===== config.mk =====
export PLATFORM = sky130hd
export DESIGN_NAME = h264_rtp_depacketizer
export DESIGN_NICKNAME = d
export VERILOG_FILES = /design/src/hdl/rtpd_pkg.sv /design/src/hdl/h264_rtp_depacketizer.sv /design/src/hdl/rtpd_front.sv /design/src/hdl/rtpd_fifo.sv /design/src/hdl/rtpd_back.sv
export SDC_FILE = /design/constraint.sdc
export NUM_CORES = 1
export LEC_CHECK = 0
export ABC_AREA = 1
export BUFFER_PORTS_ARGS = -buffer_cell sky130_fd_sc_hd__buf_2
export CORE_UTILIZATION = 60
export CTS_CLUSTER_DIAMETER = 40
export DETAILED_ROUTE_END_ITERATION = 6
export GPL_TIMING_DRIVEN = 0
export PLACE_DENSITY = 0.78
export SLEW_MARGIN = 20
export SYNTH_ARGS = -nofsm -noshare
export SYNTH_HDL_FRONTEND = slang
export SYNTH_HIERARCHICAL = 1
export SYNTH_SLANG_ARGS = --single-unit

===== constraint.sdc =====
create_clock -name clk -period 5.6 [get_ports clk]
set_input_delay 0.56 -clock clk [delete_from_list [all_inputs] [get_ports clk]]
set_output_delay 0.56 -clock clk [all_outputs]
set_load 0.01 [all_outputs]

===== src/hdl/rtpd_pkg.sv =====
package rtpd_pkg;

	// Packet kinds tracked by the front end
	typedef enum logic [1:0] {
		KIND_NONE   = 2'd0,
		KIND_SINGLE = 2'd1,
		KIND_STAP   = 2'd2,
		KIND_FU     = 2'd3
	} kind_t;

	// STAP-A parsing phases
	typedef enum logic [1:0] {
		PH_SIZE_HI = 2'd0,
		PH_SIZE_LO = 2'd1,
		PH_COPY    = 2'd2,
		PH_DISCARD = 2'd3
	} phase_t;

	// Input request: one payload byte with packet framing
	typedef struct packed {
		logic [7:0]  in_byte;
		logic        first_of_packet;
		logic        last_of_packet;
		logic [15:0] payload_length;
	} in_item_t;

	// Output request: one Annex-B byte
	typedef struct packed {
		logic [7:0] out_byte;
		logic       last_of_run;
	} out_item_t;

	// Work handed from front to back: optional start code, optional data byte
	typedef struct packed {
		logic       start;
		logic       has_byte;
		logic [7:0] data;
	} cmd_t;

	localparam int CMD_DEPTH = 4;

	localparam logic [4:0]  NAL_SINGLE_MAX = 5'd23;
	localparam logic [4:0]  NAL_STAP       = 5'd24;
	localparam logic [4:0]  NAL_FU         = 5'd28;
	localparam logic [7:0]  NRI_MASK       = 8'he0;
	localparam logic [15:0] POS_MAX        = 16'hffff;
	localparam logic [15:0] FU_MIN_LEN     = 16'd2;
	localparam logic [15:0] STAP_MIN_REM   = 16'd2;
	localparam logic [15:0] FU_HDR_POS     = 16'd1;

	// Output sequence slots: three zero bytes, a one byte, then the data byte
	localparam logic [2:0] SLOT_ZERO  = 3'd0;
	localparam logic [2:0] SLOT_ONE   = 3'd3;
	localparam logic [2:0] SLOT_DATA  = 3'd4;

endpackage


===== src/hdl/h264_rtp_depacketizer.sv =====
// Channel   Handshake            Payload
// input     push / full          packet_item  (in_item_t: byte, first, last, length)
// output    empty / pop          stream_item  (out_item_t: byte, last_of_run)
//
// One payload byte is taken per cycle while full is low; each result byte
// leaves one per cycle while pop is high. A start code adds four output bytes,
// so a byte that opens a NAL unit yields five, or four for a bare start code;
// full rises only when the command queue between front and back fills. A
// request's first result goes via a queue write, then a load when the back is free.
// arst_n clears packet state, queue and output register; no clearing pass.
// A stall on pop holds the output byte and backs up into the queue.
module h264_rtp_depacketizer #(
	parameter int CMD_DEPTH = rtpd_pkg::CMD_DEPTH
) (
	input  logic                clk,
	input  logic                arst_n,
	input  logic                push,
	output logic                full,
	input  rtpd_pkg::in_item_t  packet_item,
	output logic                empty,
	input  logic                pop,
	output rtpd_pkg::out_item_t stream_item
);

	logic           cmd_push;
	rtpd_pkg::cmd_t cmd_wr;
	rtpd_pkg::cmd_t cmd_rd;
	logic           cmd_valid;
	logic           cmd_pop;

	rtpd_front u_front (
		.clk         (clk),
		.arst_n      (arst_n),
		.push        (push),
		.full        (full),
		.packet_item (packet_item),
		.cmd_push    (cmd_push),
		.cmd         (cmd_wr)
	);

	rtpd_fifo #(
		.DEPTH (CMD_DEPTH)
	) u_fifo (
		.clk     (clk),
		.arst_n  (arst_n),
		.wr      (cmd_push),
		.wr_data (cmd_wr),
		.full    (full),
		.rd      (cmd_pop),
		.rd_data (cmd_rd),
		.valid   (cmd_valid)
	);

	rtpd_back u_back (
		.clk         (clk),
		.arst_n      (arst_n),
		.cmd_valid   (cmd_valid),
		.cmd         (cmd_rd),
		.cmd_pop     (cmd_pop),
		.empty       (empty),
		.pop         (pop),
		.stream_item (stream_item)
	);

endmodule


===== src/hdl/rtpd_front.sv =====
module rtpd_front (
	input  logic               clk,
	input  logic               arst_n,
	input  logic               push,
	input  logic               full,
	input  rtpd_pkg::in_item_t packet_item,
	output logic               cmd_push,
	output rtpd_pkg::cmd_t     cmd
);

	rtpd_pkg::kind_t  kind_q, kind_d;
	rtpd_pkg::phase_t phase_q, phase_d;
	logic [15:0] pos_q, pos_d;
	logic [7:0]  size_hi_q, size_hi_d;
	logic [15:0] left_q, left_d;
	logic [7:0]  ind_q, ind_d;

	logic        accept;
	logic [4:0]  hdr_type;
	logic [15:0] rem;
	logic [15:0] size_val;
	logic [15:0] left_dec;

	assign accept   = push && !full;
	assign hdr_type = packet_item.in_byte[4:0];
	assign rem      = packet_item.payload_length - pos_q;
	assign size_val = {size_hi_q, packet_item.in_byte};
	assign left_dec = (left_q != '0) ? 16'(left_q - 16'd1) : left_q;

	// Hold packet state
	always_ff @(posedge clk or negedge arst_n) begin
		if (!arst_n) begin
			kind_q    <= rtpd_pkg::KIND_NONE;
			phase_q   <= rtpd_pkg::PH_SIZE_HI;
			pos_q     <= '0;
			size_hi_q <= '0;
			left_q    <= '0;
			ind_q     <= '0;
		end else if (accept) begin
			kind_q    <= kind_d;
			phase_q   <= phase_d;
			pos_q     <= pos_d;
			size_hi_q <= size_hi_d;
			left_q    <= left_d;
			ind_q     <= ind_d;
		end
	end

	// Classify the byte and advance packet state
	always_comb begin
		kind_d    = kind_q;
		phase_d   = phase_q;
		pos_d     = pos_q;
		size_hi_d = size_hi_q;
		left_d    = left_q;
		ind_d     = ind_q;
		cmd       = '0;
		cmd.data  = packet_item.in_byte;

		if (packet_item.first_of_packet) begin
			pos_d     = '0;
			phase_d   = rtpd_pkg::PH_SIZE_HI;
			size_hi_d = '0;
			left_d    = '0;
			if (hdr_type <= rtpd_pkg::NAL_SINGLE_MAX) begin
				kind_d       = rtpd_pkg::KIND_SINGLE;
				cmd.start    = 1'b1;
				cmd.has_byte = (packet_item.payload_length != '0);
			end else if (hdr_type == rtpd_pkg::NAL_STAP) begin
				kind_d = rtpd_pkg::KIND_STAP;
			end else if (hdr_type == rtpd_pkg::NAL_FU &&
			             packet_item.payload_length > rtpd_pkg::FU_MIN_LEN) begin
				kind_d = rtpd_pkg::KIND_FU;
				ind_d  = packet_item.in_byte;
			end else begin
				kind_d = rtpd_pkg::KIND_NONE;
			end
		end else if (kind_q != rtpd_pkg::KIND_NONE && pos_q < packet_item.payload_length) begin
			case (kind_q)
				rtpd_pkg::KIND_SINGLE: begin
					cmd.has_byte = 1'b1;
				end
				rtpd_pkg::KIND_FU: begin
					if (pos_q == rtpd_pkg::FU_HDR_POS) begin
						// Rebuild the NAL header on the start fragment
						if (packet_item.in_byte[7]) begin
							cmd.start    = 1'b1;
							cmd.has_byte = 1'b1;
							cmd.data     = (ind_q & rtpd_pkg::NRI_MASK) |
							               {3'b000, packet_item.in_byte[4:0]};
						end
					end else begin
						cmd.has_byte = 1'b1;
					end
				end
				rtpd_pkg::KIND_STAP: begin
					case (phase_q)
						rtpd_pkg::PH_SIZE_HI: begin
							if (rem > rtpd_pkg::STAP_MIN_REM) begin
								size_hi_d = packet_item.in_byte;
								phase_d   = rtpd_pkg::PH_SIZE_LO;
							end else begin
								phase_d = rtpd_pkg::PH_DISCARD;
							end
						end
						rtpd_pkg::PH_SIZE_LO: begin
							if (size_val <= 16'(rem - 16'd1)) begin
								cmd.start = 1'b1;
								if (size_val == '0) begin
									phase_d = rtpd_pkg::PH_SIZE_HI;
								end else begin
									left_d  = size_val;
									phase_d = rtpd_pkg::PH_COPY;
								end
							end else begin
								phase_d = rtpd_pkg::PH_DISCARD;
							end
						end
						rtpd_pkg::PH_COPY: begin
							cmd.has_byte = 1'b1;
							left_d       = left_dec;
							if (left_dec == '0) begin
								phase_d = rtpd_pkg::PH_SIZE_HI;
							end
						end
						default: begin
						end
					endcase
				end
				default: begin
				end
			endcase
		end

		// Advance position, saturating
		if (kind_d != rtpd_pkg::KIND_NONE && pos_d != rtpd_pkg::POS_MAX) begin
			pos_d = 16'(pos_d + 16'd1);
		end

		// Close the packet on its last byte
		if (packet_item.last_of_packet) begin
			kind_d  = rtpd_pkg::KIND_NONE;
			pos_d   = '0;
			phase_d = rtpd_pkg::PH_SIZE_HI;
			left_d  = '0;
		end

		cmd_push = accept && (cmd.start || cmd.has_byte);
	end

endmodule


===== src/hdl/rtpd_fifo.sv =====
module rtpd_fifo #(
	parameter int DEPTH = rtpd_pkg::CMD_DEPTH
) (
	input  logic           clk,
	input  logic           arst_n,
	input  logic           wr,
	input  rtpd_pkg::cmd_t wr_data,
	output logic           full,
	input  logic           rd,
	output rtpd_pkg::cmd_t rd_data,
	output logic           valid
);

	localparam int PW = (DEPTH > 1) ? $clog2(DEPTH) : 1;
	localparam int CW = $clog2(DEPTH + 1);
	localparam logic [PW-1:0] LAST_PTR = PW'(DEPTH - 1);
	localparam logic [CW-1:0] FULL_CNT = CW'(DEPTH);

	rtpd_pkg::cmd_t slot_q [DEPTH];
	logic [PW-1:0] wptr_q, rptr_q;
	logic [CW-1:0] count_q;
	logic          do_wr, do_rd;

	assign full    = (count_q == FULL_CNT);
	assign valid   = (count_q != '0);
	assign do_wr   = wr && !full;
	assign do_rd   = rd && valid;
	assign rd_data = slot_q[rptr_q];

	// Store requests
	always_ff @(posedge clk) begin
		if (do_wr) begin
			slot_q[wptr_q] <= wr_data;
		end
	end

	// Advance pointers and count
	always_ff @(posedge clk or negedge arst_n) begin
		if (!arst_n) begin
			wptr_q  <= '0;
			rptr_q  <= '0;
			count_q <= '0;
		end else begin
			if (do_wr) begin
				wptr_q <= (wptr_q == LAST_PTR) ? '0 : PW'(wptr_q + 1'b1);
			end
			if (do_rd) begin
				rptr_q <= (rptr_q == LAST_PTR) ? '0 : PW'(rptr_q + 1'b1);
			end
			if (do_wr && !do_rd) begin
				count_q <= CW'(count_q + 1'b1);
			end else if (do_rd && !do_wr) begin
				count_q <= CW'(count_q - 1'b1);
			end
		end
	end

endmodule


===== src/hdl/rtpd_back.sv =====
module rtpd_back (
	input  logic                clk,
	input  logic                arst_n,
	input  logic                cmd_valid,
	input  rtpd_pkg::cmd_t      cmd,
	output logic                cmd_pop,
	output logic                empty,
	input  logic                pop,
	output rtpd_pkg::out_item_t stream_item
);

	logic           cur_valid_q;
	rtpd_pkg::cmd_t cur_q;
	logic [2:0]     slot_q;
	logic           at_last;
	logic           take;

	assign empty   = !cur_valid_q;
	assign at_last = (slot_q == rtpd_pkg::SLOT_DATA) ||
	                 (slot_q == rtpd_pkg::SLOT_ONE && !cur_q.has_byte);
	assign take    = !cur_valid_q || (pop && at_last);
	assign cmd_pop = take && cmd_valid;

	// Select the byte for the current slot
	always_comb begin
		if (slot_q == rtpd_pkg::SLOT_DATA) begin
			stream_item.out_byte = cur_q.data;
		end else if (slot_q == rtpd_pkg::SLOT_ONE) begin
			stream_item.out_byte = 8'd1;
		end else begin
			stream_item.out_byte = 8'd0;
		end
		stream_item.last_of_run = at_last;
	end

	// Load the next request or step through the current one
	always_ff @(posedge clk or negedge arst_n) begin
		if (!arst_n) begin
			cur_valid_q <= 1'b0;
			slot_q      <= rtpd_pkg::SLOT_ZERO;
		end else if (take) begin
			cur_valid_q <= cmd_valid;
			slot_q      <= cmd.start ? rtpd_pkg::SLOT_ZERO : rtpd_pkg::SLOT_DATA;
		end else if (pop) begin
			slot_q <= 3'(slot_q + 3'd1);
		end
	end

	always_ff @(posedge clk) begin
		if (take) begin
			cur_q <= cmd;
		end
	end

endmodule

Word level (Yosys, flattened, before mapping)
Memory sizes are Yosys's and may differ from the RTL's.
Cells that the tools add are included.
{"block": "totals", "ff_bits": 72, "mem_bits_rw": 40, "input_bits": 30, "out_inout_bits": 11, "n_memories": 1}
{"block": "op_classes", "add_sub_neg": 9, "n_lt_le_gt_ge": 5, "n_eq_ne": 17, "n_mux": 55, "bitwise": 3, "n_reduce_logical": 42}
{"memory": "u_fifo.slot_q", "depth": 4, "width": 10, "rd": 1, "rd_clocked_by_memory_dff": 0, "write_ports": 1, "line": "rtpd_fifo.sv:19", "text": "rtpd_pkg::cmd_t slot_q [DEPTH];"}
{"cell": "$mux 16", "count": 10}
{"cell": "$mux 8", "count": 9}
{"cell": "$mux 2", "count": 17}
{"cell": "$gt 16x2->1 const B", "count": 2}
{"cell": "$logic_not 16->1", "count": 2}
{"cell": "$pmux 16 s2", "count": 1}
{"cell": "$reduce_bool 16->1", "count": 2}
{"cell": "$sub 16x1->16 const B", "count": 2}
{"cell": "$mux 10", "count": 2}
{"cell": "$add 16x1->16 const B", "count": 1}
{"cell": "$eq 16x1->1 const B", "count": 1}
{"cell": "$le 16x16->1", "count": 1}
{"cell": "$lt 16x16->1", "count": 1}
{"cell": "$ne 16x16->1 const B", "count": 1}
{"cell": "$reduce_bool 2->1", "count": 8}
{"cell": "$sub 16x16->16", "count": 1}
{"cell": "$mux 3", "count": 5}
{"cell": "$reduce_and 5->1", "count": 3}
{"cell": "$logic_and 1x1->1", "count": 12}
{"cell": "$eq 2x2->1 const B", "count": 5}
{"cell": "$eq 5x5->1 const B", "count": 2}
{"cell": "$reduce_bool 3->1", "count": 3}
{"cell": "$mux 1", "count": 8}
{"cell": "$ne 4x3->1 const B", "count": 2}
{"cell": "19 further kinds", "count": 30}

Logic depth before layout (Yosys ltp)
Gate-level depths: netlist of the first run.
{"block": "depth", "depth_word": 15, "mapped_depth": 38, "mapped_depth_nobuf": 38}

By module
The synthesis of the first run kept the hierarchy.
{"mod": "rtpd_front", "instances": 1, "cells_per_inst": 920, "area_each_um2": 5681.7, "seq_area_each_um2": 1176.1}
{"mod": "rtpd_fifo", "instances": 1, "cells_per_inst": 176, "area_each_um2": 2070.7, "seq_area_each_um2": 1376.3}
{"mod": "rtpd_back", "instances": 1, "cells_per_inst": 56, "area_each_um2": 611.8, "seq_area_each_um2": 370.4}

Least setup slack after synthesis of the first run
Ideal clock, no wire load.
{"block": "synth_timing", "path_type": "input port to flip-flop", "from": "input port packet_item[0] in the netlist's numbering", "to": "register u_fifo.count_q[2]", "setup_ns": 0.117, "arrival_time_ns": 4.579, "required_time_ns": 5.483, "setup_slack_ns": 0.904, "cell_stages": 32, "path_buffers": 0, "path_cell_list": "inv_1 -> ha_1 -> fa_1 -> inv_1 -> nand3_2 -> nand2_2 -> nand2_1 -> nand2_1 -> nand3_2 -> nor2_2 -> nand3_1 -> nor2_2 -> nand3_1 -> xnor2_1 -> ha_1 -> nand2_1 -> nor4_1 -> nand3_1 -> nand2_1 -> nand2_1 -> nor2_1 -> nor2_1 -> a21oi_1 -> nand2_2 -> inv_1 -> ha_1 -> inv_1 -> fa_1 -> nand2_1 -> nand3_1 -> nand2_1 -> nand2_1"}
{"block": "synth_between", "elab_chain_cells": 14, "word_cells_on_any_way": 20}
{"item": "from (decl)", "line": "h264_rtp_depacketizer.sv:19", "text": "input rtpd_pkg::in_item_t packet_item,"}
{"item": "$sub 16x16->16", "line": "rtpd_front.sv:26", "text": "assign rem = packet_item.payload_length - pos_q;"}
{"item": "$sub 16x1->16", "line": "rtpd_front.sv:107", "text": "if (size_val <= 16'(rem - 16'd1)) begin"}
{"item": "$le 16x16->1", "line": "rtpd_front.sv:107"}
{"item": "$mux 1", "line": "rtpd_front.sv:107"}
{"item": "$mux 1", "line": "rtpd_front.sv:97", "text": "case (phase_q)"}
{"item": "$pmux 1 s2", "line": "rtpd_front.sv:79", "text": "case (kind_q)"}
{"item": "$mux 10", "line": "rtpd_front.sv:78", "text": "end else if (kind_q != rtpd_pkg::KIND_NONE && pos_q < packet_item.payload_length) begin"}
{"item": "$mux 2 (*)", "line": "rtpd_front.sv:60", "text": "if (packet_item.first_of_packet) begin"}
{"item": "$logic_or 1x1->1 (*)", "line": "rtpd_front.sv:148", "text": "cmd_push = accept && (cmd.start || cmd.has_byte);"}
{"item": "$logic_and 1x1->1 (*)", "line": "rtpd_front.sv:148"}
{"item": "via cmd_push", "line": "h264_rtp_depacketizer.sv:25", "text": "logic cmd_push;"}
{"item": "$logic_and 1x1->1 (*)", "line": "rtpd_fifo.sv:26", "text": "assign do_wr = wr && !full;"}
{"item": "via u_fifo.do_wr", "line": "rtpd_fifo.sv:22", "text": "logic do_wr, do_rd;"}
{"item": "$logic_not 1->1", "line": "rtpd_fifo.sv:52", "text": "end else if (do_rd && !do_wr) begin"}
{"item": "$logic_and 1x1->1", "line": "rtpd_fifo.sv:52"}
{"item": "$reduce_bool 2->1 (no line)"}
{"item": "to (signal assigned)", "line": "rtpd_fifo.sv:51", "text": "count_q <= CW'(count_q + 1'b1);"}
{"item": "to (signal assigned)", "line": "rtpd_fifo.sv:53", "text": "count_q <= CW'(count_q - 1'b1);"}
{"item": "to (decl)", "line": "rtpd_fifo.sv:21", "text": "logic [CW-1:0] count_q;"}
The timed path passes the listed nets; every way through them passes the cells marked *.
A chain may end at the register's enable or synchronous reset.

Worst setup path after layout of the first run
{"block": "layout_timing", "from": "register u_front.pos_q[0]", "to": "memory u_fifo/slot_q[3][7] in the netlist's numbering, enable pin"}
{"block": "layout_between", "elab_chain_cells": 13, "word_cells_on_any_way": 19}
{"item": "from (decl)", "line": "rtpd_front.sv:13", "text": "logic [15:0] pos_q, pos_d;"}
{"item": "from (signal assigned)", "line": "rtpd_front.sv:42", "text": "pos_q <= pos_d;"}
{"item": "$sub 16x16->16", "line": "rtpd_front.sv:26"}
{"item": "$sub 16x1->16", "line": "rtpd_front.sv:107"}
{"item": "$le 16x16->1", "line": "rtpd_front.sv:107"}
{"item": "$mux 1", "line": "rtpd_front.sv:107"}
{"item": "$mux 1", "line": "rtpd_front.sv:97"}
{"item": "$pmux 1 s2", "line": "rtpd_front.sv:79"}
{"item": "$mux 10 (*)", "line": "rtpd_front.sv:78"}
{"item": "$mux 2 (*)", "line": "rtpd_front.sv:60"}
{"item": "$logic_or 1x1->1 (*)", "line": "rtpd_front.sv:148"}
{"item": "$logic_and 1x1->1 (*)", "line": "rtpd_front.sv:148"}
{"item": "via cmd_push", "line": "h264_rtp_depacketizer.sv:25"}
{"item": "$logic_and 1x1->1 (*)", "line": "rtpd_fifo.sv:26"}
{"item": "$mux 1 (*)", "line": "rtpd_fifo.sv:32", "text": "if (do_wr) begin"}
{"item": "$mux 1 (not written as such) (*)", "line": "rtpd_fifo.sv:33", "text": "slot_q[wptr_q] <= wr_data;"}
{"item": "to (decl)", "line": "rtpd_fifo.sv:19"}
Marks and branches as above.

==> key figures, run 1 <==
Die
  • DIE AREA: 14400 µm²
  • Core Region: 13400 µm²
  • Starting Density: 0.624
  • Die span in y: 120 µm
  • I/O Pins: 41
  • # rows: 42
  • Width of the die: 120 µm

Global route
  • Remaining global-route overflow: 0
  • Vias in the first global route: 7041
  • GRT Overall Usage: 0.293
  • Antenna violations before repair: 0
  • Global-route wire length before repair: 33500 µm
  • Largest net degree at the start of global routing: 59

Synthesis
  • Syn avg cell area: 7.26 µm²
  • Post-synthesis net count: 1233
  • Post-synth top area share: 0.176
  • Synth Register Bits: 107
  • Sequential cell area fraction in the yosys report: 0.349
  • Cell variety after synth: 48
  • Warnings from Yosys: 6
  • Fraction of registers with async set/reset: 0.542
  • Post-Syn Area: 8360 µm²
  • Cells after Synth: 1152
  • Primary FF master, synth: dfrtp_1
  • Cell accounting for the most synthesized area: edfxtp_1
  • Top cells by area, synth: edfxtp_1, dfrtp_1, nand2_1, inv_1, ha_1
  • Post-synth EDFFs: 49

Worst setup path
  • Max stage delay on crit path: 0.76 ns
  • Critical path's slowest cell: nor2_1
  • Worst-path maximum fanout: 10
  • WS Path Type: register to register
  • Critical path arrival: 5.11 ns
  • Most used cell, CP: nand2_1
  • WP buf/inv: 1
  • Setup crit end kind: register
  • CP required: 5.57 ns
  • Nature of the critical path startpoint: register
  • Critical path, cell by cell: ha_1 -> fa_1 -> inv_1 -> nand3_2 -> nand2_2 -> nand2_1 -> nand2_1 -> nand3_2 -> nor2_2 -> nand3_1 -> nor2_2 -> nand3_1 -> xnor2_1 -> ha_1 -> nand2_1 -> nor4_2 -> nand3_1 -> nand2_1 -> nand2_1 -> nor2_1 -> nor2_1 -> a21oi_2 -> nand2_2 -> nor2_1
  • Family with the most delay on the worst path: simple AND/OR/NAND/NOR gates

Power
  • PwrDens: 402 nW/µm²
  • Leakage: 0.00455 µW
  • VDD IR max: 0.168 mV

Final layout
  • Antenna Cells: 0
  • Area delta synth->final: 9.12%
  • Final #Nets: 1283
  • Layout cell share with drive strength beyond 1: 0.125
  • Final design utilization: 0.681

Clocking
  • Worst-path clk slew: 0.07 ns
  • Root buf cell: clkbuf_16
  • Clk_lat worst skew: 0.35 ns
  • Max H-tree Level: 3
  • Max Root-Sink Buffers: 2
  • CTS tree: done
  • Hold_buf cts: 0
  • TritonCTS Sinks: 107
  • CTS buffer count: 9

Flow run
  • Max cap viols: 0

Timing
  • Period minus WS final: 5.14 ns
  • Max Fclk: 195 MHz
  • Endpoints failing setup: 0
  • Period utilisation layout: 0.917
  • Clock skew: 0.0112 ns
  • Slew Limit Headroom: 0.345
  • Max Slew Vio Count: 0
  • Final Hold Vio Count: 0
  • Setup_tns: 0 ns
  • Slew of the pin with the lowest slew margin: 0.979 ns
  • RSZ-0062 raised after global routing: yes

Drt
  • Initial DRC count: 644
  • Drt first pass iters: 5
  • Via count: 7541
  • # DRC: 0
  • WL/cell: 14.4 µm
  • Routed vias/inst: 5.45
  • Antenna Nets Post-Route: 0
  • Routed WL: 19800 µm

Placed design
  • Gpl congestion: 0.939
  • DP HPWL: 15400 µm
  • Port buffer count: 39

Outcome
  • Status: complete, no violations

Min path
  • HP Class: input port to asynchronous set/reset pin
## per-stage QoR
stage               worst slack [ns]  hold slack (ns)  cell area, µm²  total power [µW]  std cells
floorplan                      0.904            0.264            8360              2530       1152
detailed placement            0.0595            0.465            8780              2970       1367
CTS                            0.278            0.307            9120              3680       1383
global placement               0.102            0.465            8780              2930       1367
global route                  0.0141            0.347            9130              3990       1383
finish                         0.463            0.268            9130              3670       1383
## Yosys cell counts, types with 2 or more instances
master / instances
or2_1: 2
nor3_1: 9
nand2_4: 6
buf_2: 4
inv_1: 169
nor4_1: 9
o21ai_0: 39
ha_1: 49
edfxtp_1: 49
a21oi_2: 2
o22ai_1: 5
nand3_1: 85
xnor2_1: 12
nand3b_1: 5
xor2_1: 15
nand3_2: 4
nand2_2: 13
a21oi_1: 35
fa_1: 2
dfrtp_1: 58
clkbuf_1: 7
nor2_1: 104
o211ai_1: 20
and2_1: 3
o21ai_1: 22
nor2_4: 10
buf_6: 9
buf_4: 9
o211ai_2: 6
inv_2: 8
nand2_1: 325
nand4_1: 26
nor2_2: 14
nor3_2: 3
## final timing paths
check                                  from                   to  slack, ns  cells past startpoint
hold / removal                       arst_n   u_front/left_q[10]       0.27                      1
setup / recovery           u_front/pos_q[0]  u_fifo/slot_q[3][7]       0.46                     24
setup reg to reg           u_front/pos_q[0]  u_fifo/slot_q[3][7]       0.46                     24
hold reg to reg            u_front/pos_q[6]     u_front/pos_q[6]       0.48                      2
max in group asynchronous            arst_n     u_back/slot_q[2]       4.80                      1
min in group clk           u_front/pos_q[6]     u_front/pos_q[6]       0.48                      2
## flip-flops by register name (all words and copies together), names as in the netlist
| register | count |
|---|---|
| u_front/phase_q | 2 |
| u_fifo/rptr_q | 2 |
| u_back/cur_valid_q | 1 |
| u_fifo/wptr_q | 2 |
| u_front/kind_q | 2 |
| u_front/ind_q | 3 |
| u_back/cur_q | 9 |
| u_fifo/count_q | 3 |
| u_fifo/slot_q | 40 |
| u_front/size_hi_q | 8 |
| u_front/pos_q | 16 |
| u_back/slot_q | 3 |
| u_front/left_q | 16 |
## power breakdown
group | internal [µW] | total (µW) | switching [µW]
sequential | 1000 | 1110 | 106
clock | 401 | 698 | 298
combinational | 648 | 1870 | 1220
## per-layer routing
metal / vias up / global-route usage / wire length [µm]
li1: 3827 / - / -
met1: 3443 / 0.389 / 8870
met2: 235 / 0.494 / 9660
met3: 36 / 0.0418 / 971
met4: 0 / 0.0891 / 346
met5: - / 0 / 0
## area by class of cell
type                            count  area [µm²]
Buffer                             30         229
Clock buffer                        9         225
Clock inverter                      7         110
Fill cell                        1191        4270
Inverter                          179         673
Multi-Input combinational cell    836        4550
Sequential cell                   107        2920
Tap cell                          176         220
Timing Repair Buffer               39         198
## cells by family (layout without fill, tap and decap cells)
family,Yosys count,in the layout,share of synthesized area
adder cells (fa/ha/maj),51,51,0.0781
XOR/XNOR,27,27,0.0283
AND/OR/NAND/NOR,623,623,0.340
buffers and inverters,209,264,0.108
multiplexers,1,1,0.00135
flip-flops,107,107,0.349
AO/OA/AOI/OAI,134,134,0.0947
## cells in the final DEF, fill, tap and decap left out, types with 20 or more instances in the layout
cell type | Yosys | routed
nand4_1 | 26 | 26
nand2_1 | 325 | 325
inv_1 | 169 | 169
o21ai_1 | 22 | 22
a21oi_1 | 35 | 34
nor2_1 | 104 | 104
ha_1 | 49 | 49
edfxtp_1 | 49 | 49
buf_2 | 4 | 42
o21ai_0 | 39 | 39
nand3_1 | 85 | 85
dfrtp_1 | 58 | 58
o211ai_1 | 20 | 20
## repair_timing
action / in CTS / in global routing
resized for setup: 0 / 2
setup endpoints to repair: 0 / 41
buffers inserted: 0 / 0
Note: power is estimated with default switching activity, not from simulation.
==> run 2, diff against run 1 <==
- PLACE_DENSITY: 0.78 -> not set
- PLACE_DENSITY_LB_ADDON: not set -> 0.12
- SYNTH_HIERARCHICAL: 1 -> not set
==> key figures, run 2 <==
Outcome
  • Status: complete, no violations

Synthesis
  • Most common cell in the netlist: nand2_1
  • Fraction of registers with async set/reset: 0.542
  • Post-Syn Area: 8020 µm²
  • Warnings from Yosys: 0
  • Synth Register Bits: 107
  • Post-synth top area share: 0.184
  • Cell accounting for the most synthesized area: edfxtp_1
  • Primary FF master, synth: dfrtp_1
  • Post-synth EDFFs: 49
  • Sequential cell area fraction in the yosys report: 0.365
  • Cell variety after synth: 49
  • Post-synthesis net count: 1183
  • Top cells by count, synth: nand2_1, nor2_1, inv_1
  • Cells after Synth: 1102
  • Syn avg cell area: 7.27 µm²
  • Top cells by area, synth: edfxtp_1, dfrtp_1, nand2_1, ha_1, nor2_1

Power
  • Leakage: 0.00425 µW
  • Internal Power: 1900 µW
  • Clock Power Share: 0.186
  • VDD IR max: 0.184 mV
  • Power share of the sequential group: 0.318
  • Switching Share: 0.453
  • P_sw: 1570 µW
  • PwrDens: 397 nW/µm²
  • Gate power share: 0.496

Drt
  • Routed WL: 20000 µm
  • WL/cell: 15.0 µm
  • # DRC: 0
  • Routed vias/inst: 5.52
  • Initial DRC count: 571
  • Wl on met1: 8650 µm
  • Drt first pass iters: 7
  • Metal2 WL: 9760 µm
  • Antenna Nets Post-Route: 0
  • Uppermost layer routed: met4
  • Metal3 WL: 977 µm
  • Via count: 7341

Worst setup path
  • Setup crit end kind: register
  • Critical path's slowest cell: dfrtp_1
  • CP required: 5.83 ns
  • Nature of the critical path startpoint: register
  • Max stage delay on crit path: 0.46 ns
  • Worst-path maximum fanout: 7
  • Critical path arrival: 5.42 ns
  • Most used cell, CP: nand3_1
  • WS Path Type: register to register

Timing
  • Final Hold Vio Count: 0
  • Max Slew Vio Count: 0
  • Slew of the pin with the lowest slew margin: 1.02 ns
  • Period utilisation layout: 0.927
  • Slew Limit Headroom: 0.317
  • Clock skew: 0.00820 ns
  • Max Fclk: 193 MHz
  • Endpoints failing setup: 0
  • Period minus WS final: 5.19 ns

Min path
  • HP Class: input port to asynchronous set/reset pin

Placed design
  • Port buffer count: 39
  • Gpl congestion: 0.964
  • DP HPWL: 15300 µm
  • DP Area: 8430 µm²

Global route
  • Antenna violations before repair: 0
  • Global-route wire length before repair: 33200 µm
  • GRT Overall Usage: 0.300
  • Remaining global-route overflow: 0
  • Largest net degree at the start of global routing: 59
  • Vias in the first global route: 6869

Final layout
  • Post-route cell area: 8740 µm²
  • Largest registers: u_fifo.slot_q (40), u_front.left_q (16), u_front.pos_q (16)
  • Antenna Cells: 0
  • Final #Nets: 1233
  • Area delta synth->final: 9.01%
  • Largest register by flop count: u_fifo.slot_q
  • Final design utilization: 0.681
  • Most common cell after layout, fill and taps aside: nand2_1
  • Max reg flops: 40
  • Layout cell share with drive strength beyond 1: 0.114
  • Most frequent cells in the layout: nand2_1, nor2_1, inv_1
  • Filler instances: 1141

Die
  • I/O Pins: 41
  • Width of the die: 118 µm
  • Core Region: 12800 µm²
  • # rows: 41
  • DIE AREA: 13800 µm²
  • Starting Density: 0.625
  • Die span in y: 118 µm

Clocking
  • Clk_lat worst skew: 0.36 ns
  • Max H-tree Level: 3
  • Max Root-Sink Buffers: 2
  • CTS buffer count: 9
  • Worst-path clk slew: 0.08 ns
  • CTS tree: done
  • Post-CTS Setup Bufs: 0
  • Root buf cell: clkbuf_16
  • TritonCTS Sinks: 107

Flow run
  • Max cap viols: 0
## run 2: cell count changes in the layout (fill, tap and decap cells not counted), sizes merged, moves of 6 or more
cell and delta:
nand2 -55, nor2 +30, o21ai +30, inv -24
o211ai -24, buf -12, nand4 -8, nand3 +6
nor4 -6, o22ai +6
## run 2: power groups by stage
stage | Clock, µW | Sequential (µW) | Combinational, µW
global placement | 0 | 1110 | 1650
finish | 646 | 1100 | 1720
CTS | 651 | 1100 | 1710
global route | 677 | 1120 | 1960
floorplan | 0 | 1090 | 1300
detailed placement | 0 | 1120 | 1690
## run 2: metrics by stage
step / setup TNS, ns / hold WS, ns / setup WS, ns / std cells / total power, µW
final: 0 / 0.271 / 0.406 / 1329 / 3470
after global routing: -0.00205 / 0.342 / -0.00205 / 1329 / 3750
after CTS: 0 / 0.299 / 0.389 / 1329 / 3460
after detailed placement: 0 / 0.475 / 0.169 / 1313 / 2810
after global placement: 0 / 0.471 / 0.291 / 1313 / 2770
after floorplan: 0 / 0.264 / 1.03 / 1102 / 2380
## run 2: cell type report
class / count / area (µm²) / area share
sequential: 107 / 2920 / 0.335
multi-input combinational: 823 / 4410 / 0.504
timing repair buffer: 39 / 198 / 0.0226
inverter: 150 / 563 / 0.0644
clock inverter: 7 / 78.8 / 0.00902
clock buffer: 9 / 225 / 0.0258
buffer: 22 / 129 / 0.0148
tap: 172 / 215 / 0.0246
## run 2: kinds of logic (layout without fill, tap and decap cells)
logic type,after synthesis,after routing,synth area share
AND/OR/NAND/NOR,589,589,0.328
adder cells (fa/ha/maj),51,51,0.0815
multiplexers,1,1,0.00140
AO/OA/AOI/OAI,155,155,0.109
XOR/XNOR,27,27,0.0295
flip-flops,107,107,0.365
buffers and inverters,172,227,0.0863
## run 2: routing by layer
metal,up-vias,GRT usage
met5,-,0
met4,0,0.121
met3,47,0.0305
met2,234,0.518
met1,3339,0.385
li1,3721,-
## run 2: worst paths after layout
kind	from	to	slack [ns]	cells past startpoint
setup / recovery	u_front.pos_q[0]	u_fifo.count_q[2]	0.41	33
hold / removal	arst_n	u_fifo.rptr_q[1]	0.27	1
setup reg to reg	u_front.pos_q[0]	u_fifo.count_q[2]	0.41	33
hold reg to reg	u_front.pos_q[6]	u_front.pos_q[6]	0.50	2
max in group asynchronous	arst_n	u_front.left_q[10]	4.80	1
min in group clk	packet_item[16]	u_front.pos_q[8]	0.50	4
## run 2: worst max-delay path, delay by kind of cell (launching register included)
family,cells,cell delay (ns)
xor+xnor,2,0.31
simple gates,18,2.08
compound gates,2,0.26
flops,1,0.46
fa+ha+maj,5,1.45
buf+inv,6,0.48
## run 2: timing repair
item,CTS,global route
hold buffers,0,0
endpoints found under the setup margin,0,12
resized for setup,0,2
==> run 3, diff against run 2 <==
- CORE_MARGIN: not set -> 2
==> key figures, run 3 (synthesis results as in run 2) <==
Worst setup path
  • Most used cell, CP: nand3_1
  • WS Path Type: register to register
  • Critical path's slowest cell: dfrtp_1
  • Setup crit end kind: register
  • Critical path arrival: 5.31 ns
  • CP required: 5.84 ns
  • Nature of the critical path startpoint: register
  • Max stage delay on crit path: 0.47 ns
  • Worst-path maximum fanout: 7

Flow run
  • Max cap viols: 0

Global route
  • GRT Overall Usage: 0.290
  • Vias in the first global route: 6748
  • Remaining global-route overflow: 0
  • Global-route wire length before repair: 33000 µm
  • Antenna violations before repair: 0
  • Largest net degree at the start of global routing: 59

Die
  • Core Region: 13100 µm²
  • # rows: 42
  • Starting Density: 0.610
  • Die span in y: 120 µm
  • DIE AREA: 14300 µm²
  • Width of the die: 120 µm
  • I/O Pins: 41

Drt
  • Routed WL: 20000 µm
  • Drt first pass iters: 5
  • Via count: 7417
  • Routed vias/inst: 5.56
  • # DRC: 0
  • Initial DRC count: 535
  • Antenna Nets Post-Route: 0
  • WL/cell: 15.0 µm

Clocking
  • Post-CTS Setup Bufs: 0
  • Max H-tree Level: 3
  • Max Root-Sink Buffers: 2
  • Worst-path clk slew: 0.08 ns
  • CTS buffer count: 9
  • Root buf cell: clkbuf_16
  • Clk_lat worst skew: 0.36 ns
  • CTS tree: done
  • TritonCTS Sinks: 107

Final layout
  • Filler instances: 1192
  • Largest register by flop count: u_fifo.slot_q
  • Final #Nets: 1233
  • Most frequent cells in the layout: nand2_1, nor2_1, inv_1
  • Antenna Cells: 0
  • Max reg flops: 40
  • Area delta synth->final: 9.05%
  • Post-route cell area: 8740 µm²
  • Largest registers: u_fifo.slot_q (40), u_front.left_q (16), u_front.pos_q (16)
  • Layout cell share with drive strength beyond 1: 0.114
  • Most common cell after layout, fill and taps aside: nand2_1

Power
  • PwrDens: 396 nW/µm²
  • VDD IR max: 0.180 mV
  • Leakage: 0.00425 µW

Timing
  • Slew Limit Headroom: 0.360
  • Slew of the pin with the lowest slew margin: 0.956 ns
  • Setup_tns: 0 ns
  • Period minus WS final: 5.08 ns
  • Period utilisation layout: 0.906
  • RSZ-0062 raised after global routing: no
  • Max Fclk: 197 MHz
  • Endpoints failing setup: 0
  • Max Slew Vio Count: 0
  • Clock skew: 0.00909 ns
  • Final Hold Vio Count: 0

Placed design
  • Gpl congestion: 0.962
  • Port buffer count: 39
  • DP HPWL: 15200 µm
  • DP Area: 8430 µm²

Min path
  • HP Class: input port to asynchronous set/reset pin

Outcome
  • Status: complete, no violations
==> run 3: cell types whose count changed in the layout (fill, tap and decap cells not counted), sizes merged <==
cell / delta
inv: -1
clkinv: +1
==> run 3: worst paths after layout <==
kind	start	end	slack, ns	cells past startpoint
max in group asynchronous	arst_n	u_fifo.count_q[2]	4.80	1
worst max register to register	u_front.pos_q[0]	u_fifo.count_q[2]	0.52	33
min in group clk	packet_item[16]	u_front.pos_q[8]	0.49	4
worst min-delay path	arst_n	u_front.pos_q[4]	0.27	1
worst max-delay path	u_front.pos_q[0]	u_fifo.count_q[2]	0.52	33
worst min register to register	u_front.pos_q[6]	u_front.pos_q[6]	0.50	2
==> run 3: worst max-delay path: cells and delay by family (launching register included) <==
kind                     cells  cell delay (ns)
buffers and inverters        6             0.48
flip-flops                   1             0.47
XOR/XNOR                     2             0.29
adder cells (fa/ha/maj)      5             1.47
AO/OA/AOI/OAI                2             0.27
AND/OR/NAND/NOR             18             1.98
==> run 3: area by class of cell <==
cell class,count,area [µm²],area share
buffer,22,129,0.0147
clock buffer,9,225,0.0258
clock inverter,7,77.6,0.00887
inverter,150,563,0.0644
multi-input combinational,823,4410,0.504
sequential,107,2920,0.334
tap,176,220,0.0252
timing repair buffer,39,198,0.0226
==> run 3: layer usage <==
layer,GRT usage,vias to the layer above,wire length [µm]
met1,0.379,3411,8600
met5,0,-,0
li1,-,3711,-
met2,0.500,263,9820
met4,0.0926,0,410
met3,0.0423,32,1140
==> run 3: report_power, final <==
part	leakage [µW]	internal [µW]	switching, µW
registers	0.00122	1000	102
clock network	0.000150	318	325
logic	0.00288	573	1140
total	0.00425	1890	1570
==> run 3: metrics by stage <==
step | hold slack, ns | worst slack, ns | utilization | total power, µW | cells
2_1_floorplan | 0.264 | 1.03 | - | 2380 | 1102
6_report | 0.268 | 0.525 | 0.665 | 3460 | 1333
4_1_cts | 0.313 | 0.447 | 0.665 | 3460 | 1333
3_5_place_dp | 0.473 | 0.210 | 0.642 | 2810 | 1317
3_3_place_gp | 0.465 | 0.281 | 0.642 | 2770 | 1317
5_1_grt | 0.346 | 0.0211 | 0.665 | 3760 | 1333
==> run 3: repair_timing <==
| item | in CTS | in global routing |
|---|---|---|
| resized for setup | 0 | 2 |
| hold buffers | 0 | 0 |
| setup endpoints to repair | 0 | 3 |
